===== config.mk =====
export PLATFORM = sky130hd
export DESIGN_NAME = whp_steer
export DESIGN_NICKNAME = d
export VERILOG_FILES = /design/src/hw/rtl/whp_pkg.sv /design/src/hw/rtl/whp_steer.sv
export SDC_FILE = /design/constraint.sdc
export NUM_CORES = 1
export LEC_CHECK = 0
export BUFFER_PORTS_ARGS = -buffer_cell sky130_fd_sc_hd__buf_2
export CORE_MARGIN = 2
export CORE_UTILIZATION = 30
export CTS_BUF_LIST = sky130_fd_sc_hd__clkbuf_16
export DETAILED_ROUTE_END_ITERATION = 7
export PLACE_DENSITY_LB_ADDON = 0.1
export SYNTH_ARGS = -nofsm -noshare
export SYNTH_HDL_FRONTEND = slang
export SYNTH_SLANG_ARGS = --single-unit

===== constraint.sdc =====
create_clock -name clock -period 7.38 [get_ports clock]
set_input_delay 0.369 -clock clock [delete_from_list [all_inputs] [get_ports clock]]
set_output_delay 0.369 -clock clock [all_outputs]
set_load 0.005 [all_outputs]

===== src/hw/rtl/whp_pkg.sv =====
// whp_pkg: shared widths, codes and stage structs for the wheel balance pid block
// no dependencies; imported by every module of the block

package whp_pkg;

   // ring depth default
   localparam int RING_DEPTH_DEFAULT = 8;

   // field widths
   localparam int DRIVE_W     = 3;
   localparam int COUNT_W     = 32;
   localparam int SPEED_W     = 16;
   localparam int GAIN_W      = 16;
   localparam int LIMIT_W     = 15;
   localparam int CORR_W      = 48;
   localparam int ERR_W       = 32;
   localparam int DERIV_W     = ERR_W + 1;
   localparam int INTEG_W     = 48;
   localparam int CSR_INDEX_W = 3;
   localparam int CSR_DATA_W  = 16;

   // packed word widths
   localparam int REQ_DATA_W = 2 * COUNT_W + 2 * SPEED_W;
   localparam int RSP_DATA_W = 2 * SPEED_W + CORR_W;

   // drive mode code that enables the balancing loop
   localparam logic [DRIVE_W-1:0] DRIVE_FORWARD = 3'd1;

   // register indexes
   typedef enum logic [CSR_INDEX_W-1:0] {
      CSR_GAIN_P      = 3'd0,
      CSR_GAIN_I      = 3'd1,
      CSR_GAIN_D      = 3'd2,
      CSR_LEFT_LIMIT  = 3'd3,
      CSR_RIGHT_LIMIT = 3'd4
   } csr_index_type;

   // data that travels beside each word through the stages
   typedef struct packed {
      logic                      forward;
      logic signed [SPEED_W-1:0] left_cmd;
      logic signed [SPEED_W-1:0] right_cmd;
   } side_type;

   // one tick handed to the error history
   typedef struct packed {
      logic                    fire;
      logic                    forward;
      logic signed [ERR_W-1:0] err;
   } ring_step_type;

   // error terms of one tick
   typedef struct packed {
      logic signed [ERR_W-1:0]   err;
      logic signed [DERIV_W-1:0] deriv;
      logic signed [INTEG_W-1:0] integ;
   } terms_type;

   // stage load strobes
   typedef struct packed {
      logic load_s2;
      logic load_s3;
      logic load_s4;
      logic load_out;
   } stage_load_type;

endpackage


===== src/hw/rtl/whp_steer.sv =====
// whp_steer: applies the correction to one wheel within its limit, saturates, registers result
// depends on whp_pkg

module whp_steer
   import whp_pkg::*;
(
   input  logic                      clock,
   input  logic                      load_out,
   input  logic signed [CORR_W-1:0]  corr_in,
   input  side_type                  side_in,
   input  logic [LIMIT_W-1:0]        left_limit,
   input  logic [LIMIT_W-1:0]        right_limit,
   output logic signed [SPEED_W-1:0] left_cmd_out,
   output logic signed [SPEED_W-1:0] right_cmd_out,
   output logic signed [CORR_W-1:0]  correction
);

   localparam int WIDE_W = CORR_W + 2;

   logic signed [WIDE_W-1:0]  wide_left;
   logic signed [WIDE_W-1:0]  wide_right;
   logic signed [WIDE_W-1:0]  wide_corr;
   logic signed [WIDE_W-1:0]  lim_left;
   logic signed [WIDE_W-1:0]  lim_right;
   logic signed [WIDE_W-1:0]  left_plus;
   logic signed [WIDE_W-1:0]  left_minus;
   logic signed [WIDE_W-1:0]  right_plus;
   logic signed [WIDE_W-1:0]  right_minus;
   logic signed [WIDE_W-1:0]  new_left;
   logic signed [WIDE_W-1:0]  new_right;
   logic signed [SPEED_W-1:0] left_ff;
   logic signed [SPEED_W-1:0] right_ff;
   logic signed [CORR_W-1:0]  corr_ff;
   logic                      corr_pos;
   logic                      corr_neg;

   function automatic logic signed [SPEED_W-1:0] sat_speed(input logic signed [WIDE_W-1:0] v);
      logic signed [SPEED_W-1:0] r;
      if ((&v[WIDE_W-1:SPEED_W-1]) || !(|v[WIDE_W-1:SPEED_W-1])) begin
         r = v[SPEED_W-1:0];
      end else if (v[WIDE_W-1]) begin
         r = {1'b1, {(SPEED_W-1){1'b0}}};
      end else begin
         r = {1'b0, {(SPEED_W-1){1'b1}}};
      end
      return r;
   endfunction

   // candidate speeds side by side
   assign wide_left   = WIDE_W'(side_in.left_cmd);
   assign wide_right  = WIDE_W'(side_in.right_cmd);
   assign wide_corr   = WIDE_W'(corr_in);
   assign lim_left    = WIDE_W'(left_limit);
   assign lim_right   = WIDE_W'(right_limit);
   assign left_plus   = wide_left + wide_corr;
   assign left_minus  = wide_left - wide_corr;
   assign right_plus  = wide_right + wide_corr;
   assign right_minus = wide_right - wide_corr;
   assign corr_neg    = corr_in[CORR_W-1];
   assign corr_pos    = !corr_in[CORR_W-1] && (corr_in != '0);

   // left (corr > 0) or right (corr < 0) gets +corr if in limit, else the other gets -corr
   always_comb begin
      new_left  = wide_left;
      new_right = wide_right;
      if (corr_pos) begin
         if (left_plus <= lim_left) begin
            new_left = left_plus;
         end else begin
            new_right = right_minus;
         end
      end else if (corr_neg) begin
         if (right_plus <= lim_right) begin
            new_right = right_plus;
         end else begin
            new_left = left_minus;
         end
      end
   end

   // result register
   always_ff @(posedge clock) begin
      if (load_out) begin
         left_ff  <= sat_speed(new_left);
         right_ff <= sat_speed(new_right);
         corr_ff  <= corr_in;
      end
   end

   assign left_cmd_out  = left_ff;
   assign right_cmd_out = right_ff;
   assign correction    = corr_ff;

endmodule


==> metrics <==
placed inst area 21,100 um2; Chip Width 250 um; outcome complete, no violations; CP endpoint kind flop; GR peak layer met2; Via density 6.01; Pleak 8.99 nW; Post-synth EDFFs 80; M3 GR Usage 0.0330; drt total wl 88,500 um; total gr overflow 0; cell area power density 148 nW/um2; CTS clock-pin slew for the worst setup and hold paths 0.08 ns; largest net degree at the start of global routing 48; Worst Slack Setup Final 0.459 ns; final hold violations 0; filler instances 6,565; Hold Crit Class primary input to flop; DIE AREA 62,500 um2; Synth top area share 0.153; MaxCap Viol Count 0; Initial Utilization 0.302; fin crit share 0.938; antenna viol nets, final 0; 1st-iter DRT viols 1,777; CP dominant cell by count buf_4; Syn Nets 2,850; sequential share of the synthesized area 0.132; I/O Pins 193; DR vias 21,400; Critical Path RT 7.62 ns; nets 3,112; Mapped Cells 2,511; global-route wire length before repair 130,000 um; Worst Hold Slack 0.265 ns; fin. max-slew vios 0; critical path launch point type primary input; routed length per instance 24.9 um; GR Util met2 0.452; Final Cell Area 21,400 um2; Post-synth ARST share 0; PortBufs 191; Top FF cell, synth edfxtp_1; area leader, netlist ha_1; total power 3.16 mW; pre-CTS WS -0.0164 ns; H-tree levels 3; All-Layer GR Usage 0.272; initial antenna violation count 2; setup violators final 0; Tmin final 6.92 ns; CP arrival 7.16 ns; library cells used by synthesis 102; largest cells by area after synthesis ha_1, edfxtp_1, a21oi_1; DRC 0; Fmax 0.144 GHz; Mean Syn Cell Area 7.23 um2; FF+latch count, synth 80; Worst Path Max Fanout 15; synthesized cell area 18,200 um2; # hold bufs at CTS 0; Setup CP Type primary input to flop; vias in the first global route 20,300; TritonCTS clock tree done; Resized Gates After CTS 0; Root Buffer Master clkbuf_16; Worst slew margin 0.0751; Final HPWL DP 74,400 um; Area Overhead vs Synth 17.7%; Core ar. 60,100 um2; First-pass DRT Iterations 8; Die Y 250 um; met1 Usage GRT 0.362; Rows 90; CTS buffer count 9; Critical-path top delay cell a2111o_1; placer congestion estimate 0.973; Warnings, synthesis 0; CTS max path bufs 2; VDD IR max 0.167 mV; share of layout cells above drive strength 1 0.172; CP peak stage delay 0.48 ns; CTS Sinks 80; Post-CTS Setup Bufs 0; Worst Max-Slew Pin Slew 1.37 ns
-- power by group --
group / total (mW) / internal, mW / switching (mW)
Sequential: 0.576 / 0.564 / 0.0123
Combinational: 2.11 / 0.769 / 1.34
Clock: 0.473 / 0.232 / 0.241
-- area by class of cell --
type | count | area [um2] | share of cell area
inverter | 201 | 754 | 0.0353
multi-input combinational | 2100 | 14500 | 0.678
clock inverter | 7 | 52.6 | 0.00246
tap | 782 | 978 | 0.0458
timing repair buffer | 381 | 2470 | 0.116
clock buffer | 9 | 225 | 0.0105
sequential | 80 | 2400 | 0.112
antenna | 2 | 5.00 | 0.000234
-- stage by stage --
step,util,setup TNS (ns),cells
2_1_floorplan,-,0,2511
3_5_place_dp,0.350,-0.0315,3544
4_1_cts,0.355,0,3560
6_report,0.355,0,3562
5_1_grt,0.355,-0.0154,3560
3_3_place_gp,0.350,-0.340,3544
-- final timing paths --
kind                     from               to  slack [ns]  depth (start not counted)
setup / recovery   corr_in[0]  left_cmd_out[1]        0.46                         29
hold / removal    corr_in[43]   correction[43]        0.27                          1
-- flip-flops by register name (all words and copies together) (netlist names) --
| name | cells |
|---|---|
| left_cmd_out | 16 |
| correction | 48 |
| right_cmd_out | 16 |
-- cells in the mapped netlist, types with 9 or more instances --
library cell and number:
and2_1 17, a221o_1 11, o21bai_1 36, a311oi_1 11
nand3_1 54, a211o_1 14, ha_1 222, xnor2_1 83
clkbuf_1 86, nor4_1 70, o21ai_0 141, nor3_1 69
nand2b_1 31, xor2_1 10, a21oi_1 266, a21oi_2 11
a22oi_1 10, a31oi_1 24, o31ai_1 53, a2111oi_0 11
o22ai_1 33, o221ai_1 18, a21boi_0 10, nand2_1 164
or3_1 23, nand4_1 45, o21a_1 34, and3_1 11
o211ai_1 28, nor2_1 225, o2111ai_1 13, nor2b_1 44
o31a_1 9, or2_2 17, buf_2 28, o221a_2 11
inv_1 195, o311ai_0 11, edfxtp_1 80, a221oi_1 33
a21o_1 40, a211oi_1 40
-- metal layers --
| layer | share of wire | vias to the layer above |
|---|---|---|
| met5 | 0 | - |
| met4 | 0.037 | 0 |
| met3 | 0.062 | 131 |
| met2 | 0.46 | 928 |
| met1 | 0.44 | 10300 |
| li1 | - | 10100 |
-- worst max-delay path: cells and delay by family --
kind            cells  cell delay, ns
xor+xnor            1            0.22
simple gates       11            2.52
compound gates      7            2.00
buf+inv             7            1.13
fa+ha+maj           3            0.88
-- kinds of logic after synthesis --
group,synth area share
adder cells (fa/ha/maj),0.157
AND/OR/NAND/NOR,0.230
buffers and inverters,0.0730
flip-flops,0.132
multiplexers,0.00386
XOR/XNOR,0.0449
AO/OA/AOI/OAI,0.359
-- layout by cell type, fill, tap and decap left out, types with 33 or more instances in the layout --
cell type,n
ha_1,222
nor4_1,70
nor3_1,69
buf_4,184
o31ai_1,52
o21bai_1,36
nand3_1,54
o21ai_0,140
buf_2,190
edfxtp_1,80
inv_1,195
o22ai_1,33
a221oi_1,33
xnor2_1,83
a21oi_1,265
nand4_1,45
nor2_1,224
a211oi_1,40
a21o_1,40
nand2_1,164
o21a_1,34
nor2b_1,44
Power figures use the tool's default switching activity.
