[src/hw/rtl/whp_pkg.sv]
// whp_pkg: shared widths, codes and stage structs for the wheel balance pid block
// no dependencies; imported by every module of the block

package whp_pkg;

   // ring depth default
   localparam int RING_DEPTH_DEFAULT = 8;

   // field widths
   localparam int DRIVE_W     = 3;
   localparam int COUNT_W     = 32;
   localparam int SPEED_W     = 16;
   localparam int GAIN_W      = 16;
   localparam int LIMIT_W     = 15;
   localparam int CORR_W      = 48;
   localparam int ERR_W       = 32;
   localparam int DERIV_W     = ERR_W + 1;
   localparam int INTEG_W     = 48;
   localparam int CSR_INDEX_W = 3;
   localparam int CSR_DATA_W  = 16;

   // packed word widths
   localparam int REQ_DATA_W = 2 * COUNT_W + 2 * SPEED_W;
   localparam int RSP_DATA_W = 2 * SPEED_W + CORR_W;

   // drive mode code that enables the balancing loop
   localparam logic [DRIVE_W-1:0] DRIVE_FORWARD = 3'd1;

   // register indexes
   typedef enum logic [CSR_INDEX_W-1:0] {
      CSR_GAIN_P      = 3'd0,
      CSR_GAIN_I      = 3'd1,
      CSR_GAIN_D      = 3'd2,
      CSR_LEFT_LIMIT  = 3'd3,
      CSR_RIGHT_LIMIT = 3'd4
   } csr_index_type;

   // data that travels beside each word through the stages
   typedef struct packed {
      logic                      forward;
      logic signed [SPEED_W-1:0] left_cmd;
      logic signed [SPEED_W-1:0] right_cmd;
   } side_type;

   // one tick handed to the error history
   typedef struct packed {
      logic                    fire;
      logic                    forward;
      logic signed [ERR_W-1:0] err;
   } ring_step_type;

   // error terms of one tick
   typedef struct packed {
      logic signed [ERR_W-1:0]   err;
      logic signed [DERIV_W-1:0] deriv;
      logic signed [INTEG_W-1:0] integ;
   } terms_type;

   // stage load strobes
   typedef struct packed {
      logic load_s2;
      logic load_s3;
      logic load_s4;
      logic load_out;
   } stage_load_type;

endpackage

[src/hw/rtl/whp_ring.sv]
// whp_ring: error history ring with slot index, previous slot tracking and term forming
// depends on whp_pkg

module whp_ring
   import whp_pkg::*;
#(
   parameter int RING_DEPTH = RING_DEPTH_DEFAULT
) (
   input  logic          clock,
   input  logic          reset,
   input  ring_step_type step,
   output terms_type     terms
);

   localparam int IDX_W  = $clog2(RING_DEPTH);
   localparam int SLOT_W = INTEG_W + ERR_W;

   logic [IDX_W-1:0]          ring_idx_ff;
   logic [IDX_W-1:0]          ring_idx_in;
   logic [IDX_W-1:0]          ring_idx_next;
   logic [SLOT_W-1:0]         slot_mem [RING_DEPTH];
   logic [SLOT_W-1:0]         slot_rd_ff;
   logic                      slot_rd_valid_ff;
   logic [RING_DEPTH-1:0]     slot_valid_ff;
   logic signed [ERR_W-1:0]   prev_err_ff;
   logic signed [ERR_W-1:0]   prev_err_in;
   logic signed [INTEG_W-1:0] prev_integ_ff;
   logic signed [INTEG_W-1:0] prev_integ_in;
   logic signed [INTEG_W-1:0] integ_new;
   logic signed [DERIV_W-1:0] deriv;
   logic                      slot_write;

   // slot index walks the ring on every tick
   assign ring_idx_next = (ring_idx_ff == IDX_W'(RING_DEPTH - 1)) ? '0 : ring_idx_ff + 1'b1;
   assign ring_idx_in   = step.fire ? ring_idx_next : ring_idx_ff;
   assign slot_write    = step.fire && step.forward;

   // derivative and wrapping integral against the previous slot
   assign integ_new = prev_integ_ff + INTEG_W'(step.err);
   assign deriv     = DERIV_W'(step.err) - DERIV_W'(prev_err_ff);

   assign terms.err   = step.err;
   assign terms.deriv = deriv;
   assign terms.integ = integ_new;

   // previous slot for the next tick is the slot handled now
   always_comb begin
      prev_err_in   = prev_err_ff;
      prev_integ_in = prev_integ_ff;
      if (step.fire) begin
         if (step.forward) begin
            prev_err_in   = step.err;
            prev_integ_in = integ_new;
         end else if (slot_rd_valid_ff) begin
            prev_err_in   = slot_rd_ff[ERR_W-1:0];
            prev_integ_in = slot_rd_ff[SLOT_W-1:ERR_W];
         end else begin
            prev_err_in   = '0;
            prev_integ_in = '0;
         end
      end
   end

   // control state and valid bits
   always_ff @(posedge clock) begin
      if (reset) begin
         ring_idx_ff      <= '0;
         prev_err_ff      <= '0;
         prev_integ_ff    <= '0;
         slot_valid_ff    <= '0;
         slot_rd_valid_ff <= 1'b0;
      end else begin
         ring_idx_ff      <= ring_idx_in;
         prev_err_ff      <= prev_err_in;
         prev_integ_ff    <= prev_integ_in;
         slot_rd_valid_ff <= slot_valid_ff[ring_idx_in];
         if (slot_write) begin
            slot_valid_ff[ring_idx_ff] <= 1'b1;
         end
      end
   end

   // slot memory, read ahead at the next slot index
   always_ff @(posedge clock) begin
      if (slot_write) begin
         slot_mem[ring_idx_ff] <= {integ_new, step.err};
      end
      slot_rd_ff <= slot_mem[ring_idx_in];
   end

endmodule

[config.mk]
export PLATFORM = sky130hd
export DESIGN_NAME = whp_ring
export DESIGN_NICKNAME = d
export VERILOG_FILES = /design/src/hw/rtl/whp_pkg.sv /design/src/hw/rtl/whp_ring.sv
export SDC_FILE = /design/constraint.sdc
export NUM_CORES = 1
export LEC_CHECK = 0
export BUFFER_PORTS_ARGS = -buffer_cell sky130_fd_sc_hd__buf_2
export CAP_MARGIN = 0
export CORE_UTILIZATION = 61
export DETAILED_ROUTE_END_ITERATION = 8
export MAX_ROUTING_LAYER = met4
export PLACE_DENSITY_LB_ADDON = 0.15
export REMOVE_ABC_BUFFERS = 1
export SYNTH_ARGS = -nofsm -noshare
export SYNTH_HDL_FRONTEND = slang
export SYNTH_SLANG_ARGS = --single-unit
[constraint.sdc]
create_clock -name clock -period 11.4 [get_ports clock]
set_clock_uncertainty 0.05 [all_clocks]
set_input_delay 1.71 -clock clock [delete_from_list [all_inputs] [get_ports clock]]
set_output_delay 1.71 -clock clock [all_outputs]
set_load 0.01 [all_outputs]
==> results of run 1 <==
-- final cells by class --
class / instances / area (um^2) / share of cell area, %
well taps: 748 / 936 / 2.44
inverters: 50 / 188 / 0.490
clock inverters: 38 / 455 / 1.19
flip-flops and latches: 812 / 22700 / 59.2
multi-input cells: 1126 / 10700 / 27.8
clock buffers: 114 / 2360 / 6.15
repair buffers: 183 / 1040 / 2.71
-- power groups by stage --
| stage | combinational, mW | clock, mW | sequential [mW] |
|---|---|---|---|
| 6_report | 0.969 | 2.77 | 3.43 |
| 5_1_grt | 1.05 | 2.93 | 3.44 |
| 4_1_cts | 0.973 | 2.81 | 3.43 |
| 3_5_place_dp | 0.966 | 0 | 3.50 |
| 3_3_place_gp | 0.944 | 0 | 3.49 |
| 2_1_floorplan | 0.775 | 0 | 3.49 |
-- tightest hold or removal path: stages, from the launching register on --
cell and delay [ns]:
dfxtp_1 0.32, nor2_1 0.05, nor2_1 0.07
-- cell usage after synthesis, types with 5 or more instances --
cell / n
a21oi_1: 85
and3_1: 7
nand2_1: 75
nand2b_1: 11
a21o_1: 38
edfxtp_1: 640
a31oi_1: 11
a311oi_1: 7
mux2_2: 80
buf_1: 9
nor3_1: 20
a211oi_1: 69
ha_1: 81
buf_2: 14
or3_1: 7
inv_1: 50
nand4_1: 7
buf_4: 32
a22oi_1: 62
mux2i_1: 8
xor2_1: 30
nor2b_1: 12
and2_1: 9
o21a_1: 12
dfxtp_1: 172
nor2_1: 146
xnor2_1: 38
nand3_1: 19
clkbuf_1: 74
o21bai_1: 11
o21ai_0: 37
o21ai_1: 9
mux4_2: 162
o31ai_1: 5
-- cell families (layout without fill, tap and decap cells) --
family	count (synthesis)	count (layout)
buf+inv	179	385
simple gates	327	327
flops	812	812
mux	250	250
xor+xnor	68	68
compound gates	398	398
fa+ha+maj	83	83
-- flip-flops by register name, summed over array words and instances, names as in the netlist --
signal            flops
prev_err_ff          32
prev_integ_ff        48
ring_idx_ff           3
slot_mem            640
slot_rd_ff           80
slot_rd_valid_ff      1
slot_valid_ff         8
-- placed cells by master, fill, tap and decap left out, types with 19 or more instances in the layout --
cell type / n
edfxtp_1: 640
dfxtp_1: 172
mux4_2: 162
buf_2: 145
nor2_1: 143
clkbuf_16: 86
a21oi_1: 85
ha_1: 81
mux2_2: 80
nand2_1: 75
a211oi_1: 69
a22oi_1: 62
inv_1: 50
a21o_1: 38
xnor2_1: 38
o21ai_0: 37
buf_4: 35
xor2_1: 30
nand3_1: 19
-- path summary, 6_finish.rpt --
| check | slack, ns | startpoint | to |
|---|---|---|---|
| max | 4.27 | step[0] | terms[44] |
| min | 0.42 | slot_valid_ff[0] | slot_valid_ff[0] |
| max reg2reg | 7.51 | prev_integ_ff[0] | slot_mem[0][76] |
| min reg2reg | 0.42 | slot_valid_ff[0] | slot_valid_ff[0] |
-- per-stage QoR --
step | hold slack (ns) | area [um^2] | utilization [%] | std cells
2_1_floorplan | 0.385 | 33400 | - | 1988
3_3_place_gp | 0.394 | 35500 | 64.4 | 2919
3_5_place_dp | 0.408 | 35500 | 64.4 | 2919
4_1_cts | 0.422 | 38300 | 69.5 | 3071
5_1_grt | 0.447 | 38300 | 69.5 | 3071
6_report | 0.422 | 38300 | 69.5 | 3071
-- per-layer routing --
metal | vias to the layer above | routed length, um | share of wire, % | global-route usage [%]
li1 | 8614 | - | - | -
met1 | 9983 | 31800 | 42 | 38.8
met2 | 742 | 36500 | 48 | 43.7
met3 | 136 | 5460 | 7.2 | 4.29
met4 | 0 | 1750 | 2.3 | 8.59
met5 | - | 0 | 0 | -
==> results by group, run 1 <==
Run status
  • Run status: finished, final reports clean

Setup path
  • Critical path, cell by cell: buf_2, ha_1, fa_1, a21o_1, a221o_1, o221ai_1, o31ai_4, a31oi_2, o21bai_2, a211oi_1, o21ai_0, xor2_1, buf_2
  • Kind of cell adding the most delay to the critical path: compound AO/OA/AOI/OAI gates
  • Kind of launch point of the worst setup path: input pin
  • Number of cells on the worst reg-to-reg path: 11
  • Crit end category: output port
  • Worst-path cell with the longest stage delay: xor2_1
  • Buffering stage count on the worst path with inverters included: 2
  • Delay of the slowest cell on the worst path: 0.57 ns
  • Crit path arrival time: 5.37 ns
  • Critical Path Stages: 13
  • Crit path required time: 9.64 ns
  • Critical path start-end classification: in -> out
  • Most numerous cell on the critical path: buf_2
  • Peak fanout along the critical path: 12

Detailed routing
  • Average detailed-routed wire length per instance: 24.6 um
  • Final routed DRC violation total: 0
  • WL final: 75.5 mm
  • Number of detailed-route iterations in the first pass: 5
  • Post-route ant nets: 0
  • Number of DRC markers after the initial detailed-route iteration: 1783
  • Mean number of vias per cell: 6.34
  • Total number of vias: 19500

Floorplan
  • Starting density of the core: 61.8%
  • Die height: 238 um
  • Number of top-level pins: 149
  • Num rows: 86
  • Die extent in x: 238 um
  • Total core area: 55100 um^2
  • Die outline area: 56800 um^2

STA
  • Total negative slack: 0 ns
  • Period minus WS final: 7.13 ns
  • Worst setup slack after layout: 4.27 ns
  • Final worst-path cycle share: 62.6%
  • RSZ-0062 raised after global routing: no
  • Top achievable clock speed: 140 MHz
  • Final Max Slew Viols: 0
  • Hold violation count in the final report: 0
  • Actual transition at the worst max-transition pin: 1.10 ns
  • Worst rel slew slack: 26.6%
  • Setup-violating endpoint count in the final report: 0

Logic synthesis
  • Synth area leader: edfxtp_1
  • Yosys warnings: 0
  • Post-synthesis async set-or-reset flop share: 0%
  • Gate Count Post-Synth: 2117
  • Synth unique cells: 75
  • Syn Std Cell Area: 34000 um^2
  • Multiplexer share of the synthesized area: 13.6%
  • Number of register bits inferred by synthesis: 812
  • Combinational family with the most area after synthesis: multiplexers
  • Syn_area_per_cell: 16.1 um^2
  • Count of flip-flops with a built-in enable after synthesis: 640
  • Adder-cell share of the synthesized area: 3.09%
  • Complex-gate fraction of the synthesized area: 8.27%
  • XOR/XNOR Fraction of Synth Area: 1.75%
  • Sequential share of the synthesized area: 66.6%
  • Main synth FF type: edfxtp_1
  • Area share of the largest cell type after synthesis: 56.5%
  • Largest cells by area after synthesis: edfxtp_1 (56%), mux4_2 (11%), dfxtp_1 (10%)
  • Simple-gate share of the synthesized area: 4.33%

Power and ir drop
  • Sequential cell fraction of total power: 47.9%
  • Peak supply drop: 0.000133 V
  • Net Switching: 1.72 mW
  • Pwr Density: 187 nW/um^2
  • Net Sw Frac: 24.0%
  • Static power due to leakage: 13.4 nW
  • Combinational group share of total power: 13.5%
  • Total Power Consumption: 7.18 mW
  • Clk pwr share: 38.6%
  • Internal Power: 5.45 mW

Final layout
  • Fraction of final layout cells with drive strength greater than 1: 25.6%
  • Fillcell total: 3649
  • Number of nets at the end of the flow: 2374
  • Synthesis-to-finish area growth: 12.5%
  • Antenna diode count: 0

Clock network
  • Maximum clock insertion buffer count: 3
  • Number of buffers inserted by post-CTS setup repair: 0
  • Source-to-sink clock delay at the later pin of the worst-skew pair: 0.62 ns
  • Clock sink count: 812
  • CTS tree: yes
  • Clock buffer count from CTS: 82
  • Number of buffers added to fix hold violations after cts: 0
  • Number of H-tree levels: 3
  • Clock Pin Slew Worst Setup and Hold Paths: 0.06 ns
  • Clock root buffer: clkbuf_16
  • Resize count post-CTS: 0

GRT
  • Grt total ovfl: 0
  • Antenna violations before repair: 0
  • Pin count of the biggest net entering global routing: 164
  • First-pass GRT wire length: 116 mm
  • Vias in the first global route: 19600
  • Global routing usage summed across all routing layers: 28.1%

Flow run
  • Number of violations of the max-capacitance limit: 0

Placement
  • Worst slack, placed: 4.30 ns
  • # port buffers: 148
  • Dpl hpwl: 43.5 mm
  • Weighted congestion at the end of routability-driven global placement: 0.951

Hold path
  • Worst min-delay path class: reg -> reg
  • Instance count along the most critical hold path: 2
Note: power is estimated with default switching activity, not from simulation.
==> run 2, diff against run 1 <==
- CORE_UTILIZATION: 61 -> 56
- clock period: 11.4 -> 6 ns (I/O delays scaled with it)
==> results by group, run 2 (synthesized netlist as in run 1, its figures left out) <==
STA
  • Hold violation count in the final report: 0
  • RSZ-0062 raised after global routing: no
  • Final worst-path cycle share: 91.9%
  • Top achievable clock speed: 181 MHz
  • Worst rel slew slack: 27.5%
  • Final Max Slew Viols: 0
  • Setup-violating endpoint count in the final report: 0
  • Actual transition at the worst max-transition pin: 1.08 ns
  • Period minus WS final: 5.51 ns
  • Worst setup slack after layout: 0.488 ns

Power and ir drop
  • Net Sw Frac: 24.4%
  • Internal Power: 10.1 mW
  • Static power due to leakage: 13.3 nW
  • Peak supply drop: 0.000192 V
  • Pwr Density: 351 nW/um^2
  • Sequential cell fraction of total power: 48.6%
  • Net Switching: 3.28 mW
  • Clk pwr share: 37.6%
  • Combinational group share of total power: 13.8%

Final layout
  • Leading cell type in the layout, fill and taps excluded: edfxtp_1
  • Fraction of final layout cells with drive strength greater than 1: 25.5%
  • Largest reg by FF count: slot_mem
  • Max FFs per register: 640
  • Antenna diode count: 0
  • Synthesis-to-finish area growth: 12.4%
  • Post-Route Utilization: 63.5%
  • Most used cells in the layout excluding fill and tap cells: edfxtp_1 (640), dfxtp_1 (172), mux4_2 (162), buf_2 (145), nor2_1 (143)
  • Number of nets at the end of the flow: 2375
  • Largest registers ranked by flip-flop count: slot_mem (640), slot_rd_ff (80), prev_integ_ff (48)
  • Final non-filler cell total: 3106

Detailed routing
  • Total number of vias: 19300
  • Mean number of vias per cell: 6.21
  • Number of detailed-route iterations in the first pass: 5
  • Post-route ant nets: 0
  • Number of DRC markers after the initial detailed-route iteration: 1633
  • Final routed DRC violation total: 0
  • WL final: 75.2 mm
  • Average detailed-routed wire length per instance: 24.2 um

Setup path
  • Peak fanout along the critical path: 12
  • Crit path arrival time: 4.56 ns
  • Critical path start-end classification: in -> out
  • Kind of launch point of the worst setup path: input pin
  • Crit end category: output port
  • Crit path required time: 5.05 ns

Floorplan
  • Die extent in x: 249 um
  • Die outline area: 61800 um^2
  • Number of top-level pins: 149
  • Starting density of the core: 56.5%
  • Die height: 249 um
  • Total core area: 60200 um^2
  • Num rows: 90

Placement
  • Weighted congestion at the end of routability-driven global placement: 0.920
  • Worst slack, placed: 0.523 ns
  • # port buffers: 148
  • Number of cells after detailed placement: 2954
  • Dpl hpwl: 42.6 mm

Clock network
  • CTS tree: yes
  • Maximum clock insertion buffer count: 3
  • Number of buffers inserted by post-CTS setup repair: 0
  • Number of H-tree levels: 3
  • Clock buffer count from CTS: 82
  • Clock Pin Slew Worst Setup and Hold Paths: 0.06 ns
  • Clock sink count: 812
  • Number of buffers added to fix hold violations after cts: 0
  • Source-to-sink clock delay at the later pin of the worst-skew pair: 0.63 ns
  • Clock root buffer: clkbuf_16
  • Resize count post-CTS: 0

GRT
  • Vias in the first global route: 19600
  • Pin count of the biggest net entering global routing: 105
  • Antenna violations before repair: 1
  • Global routing usage summed across all routing layers: 25.4%
  • Grt total ovfl: 0
  • First-pass GRT wire length: 116 mm

Flow run
  • Number of violations of the max-capacitance limit: 0

Hold path
  • Worst min-delay path class: reg -> reg

Run status
  • Run status: finished, final reports clean
## run 2: metal layers
layer	up-vias	GRT usage (%)	routed length, um
li1	8608	-	-
met1	9903	34.4	32900
met2	649	40.0	36100
met3	115	3.92	4600
met4	0	8.02	1620
met5	-	-	0
## run 2: layout make-up
type	instances	area, um^2
Clock buffer	106	2240
Timing Repair Buffer	184	1100
Multi-Input combinational cell	1126	10700
Tap cell	782	978
Clock inverter	46	443
Inverter	50	188
Fill cell	4207	22000
Sequential cell	812	22700
## run 2: path summary, 6_finish.rpt
path                    startpoint                 to  slack, ns  cells after the start
setup reg to reg  prev_integ_ff[0]    slot_mem[0][76]       2.16                     11
hold reg to reg     slot_rd_ff[76]  prev_integ_ff[44]       0.41                      2
hold / removal      slot_rd_ff[76]  prev_integ_ff[44]       0.41                      2
setup / recovery           step[0]          terms[44]       0.49                     13
## run 2: stage by stage
stage	power (mW)	cell area, um^2	hold WS (ns)	setup TNS (ns)
floorplan	8.10	33400	0.385	-1606.31
global placement	8.45	35600	0.395	0
detailed placement	8.49	35600	0.403	0
CTS	13.5	38300	0.411	0
global route	13.9	38300	0.428	0
finish	13.4	38300	0.407	0
## run 2: worst max-delay path: stages
cell      delay (ns)
buf_2           0.17
ha_1            0.25
fa_1            0.42
a21o_1          0.22
a221o_1         0.38
o221ai_1        0.42
o31ai_4         0.13
a31oi_2         0.31
o21bai_2        0.16
a211oi_1        0.25
o21ai_0         0.15
xor2_1          0.54
buf_2           0.26
## run 2: power by group through the flow
stage	Clock, mW	Sequential [mW]	Combinational [mW]
after CTS	5.15	6.52	1.86
after floorplan	0	6.62	1.47
after global routing	5.36	6.54	2.01
final	5.05	6.52	1.85
after global placement	0	6.63	1.82
after detailed placement	0	6.64	1.85
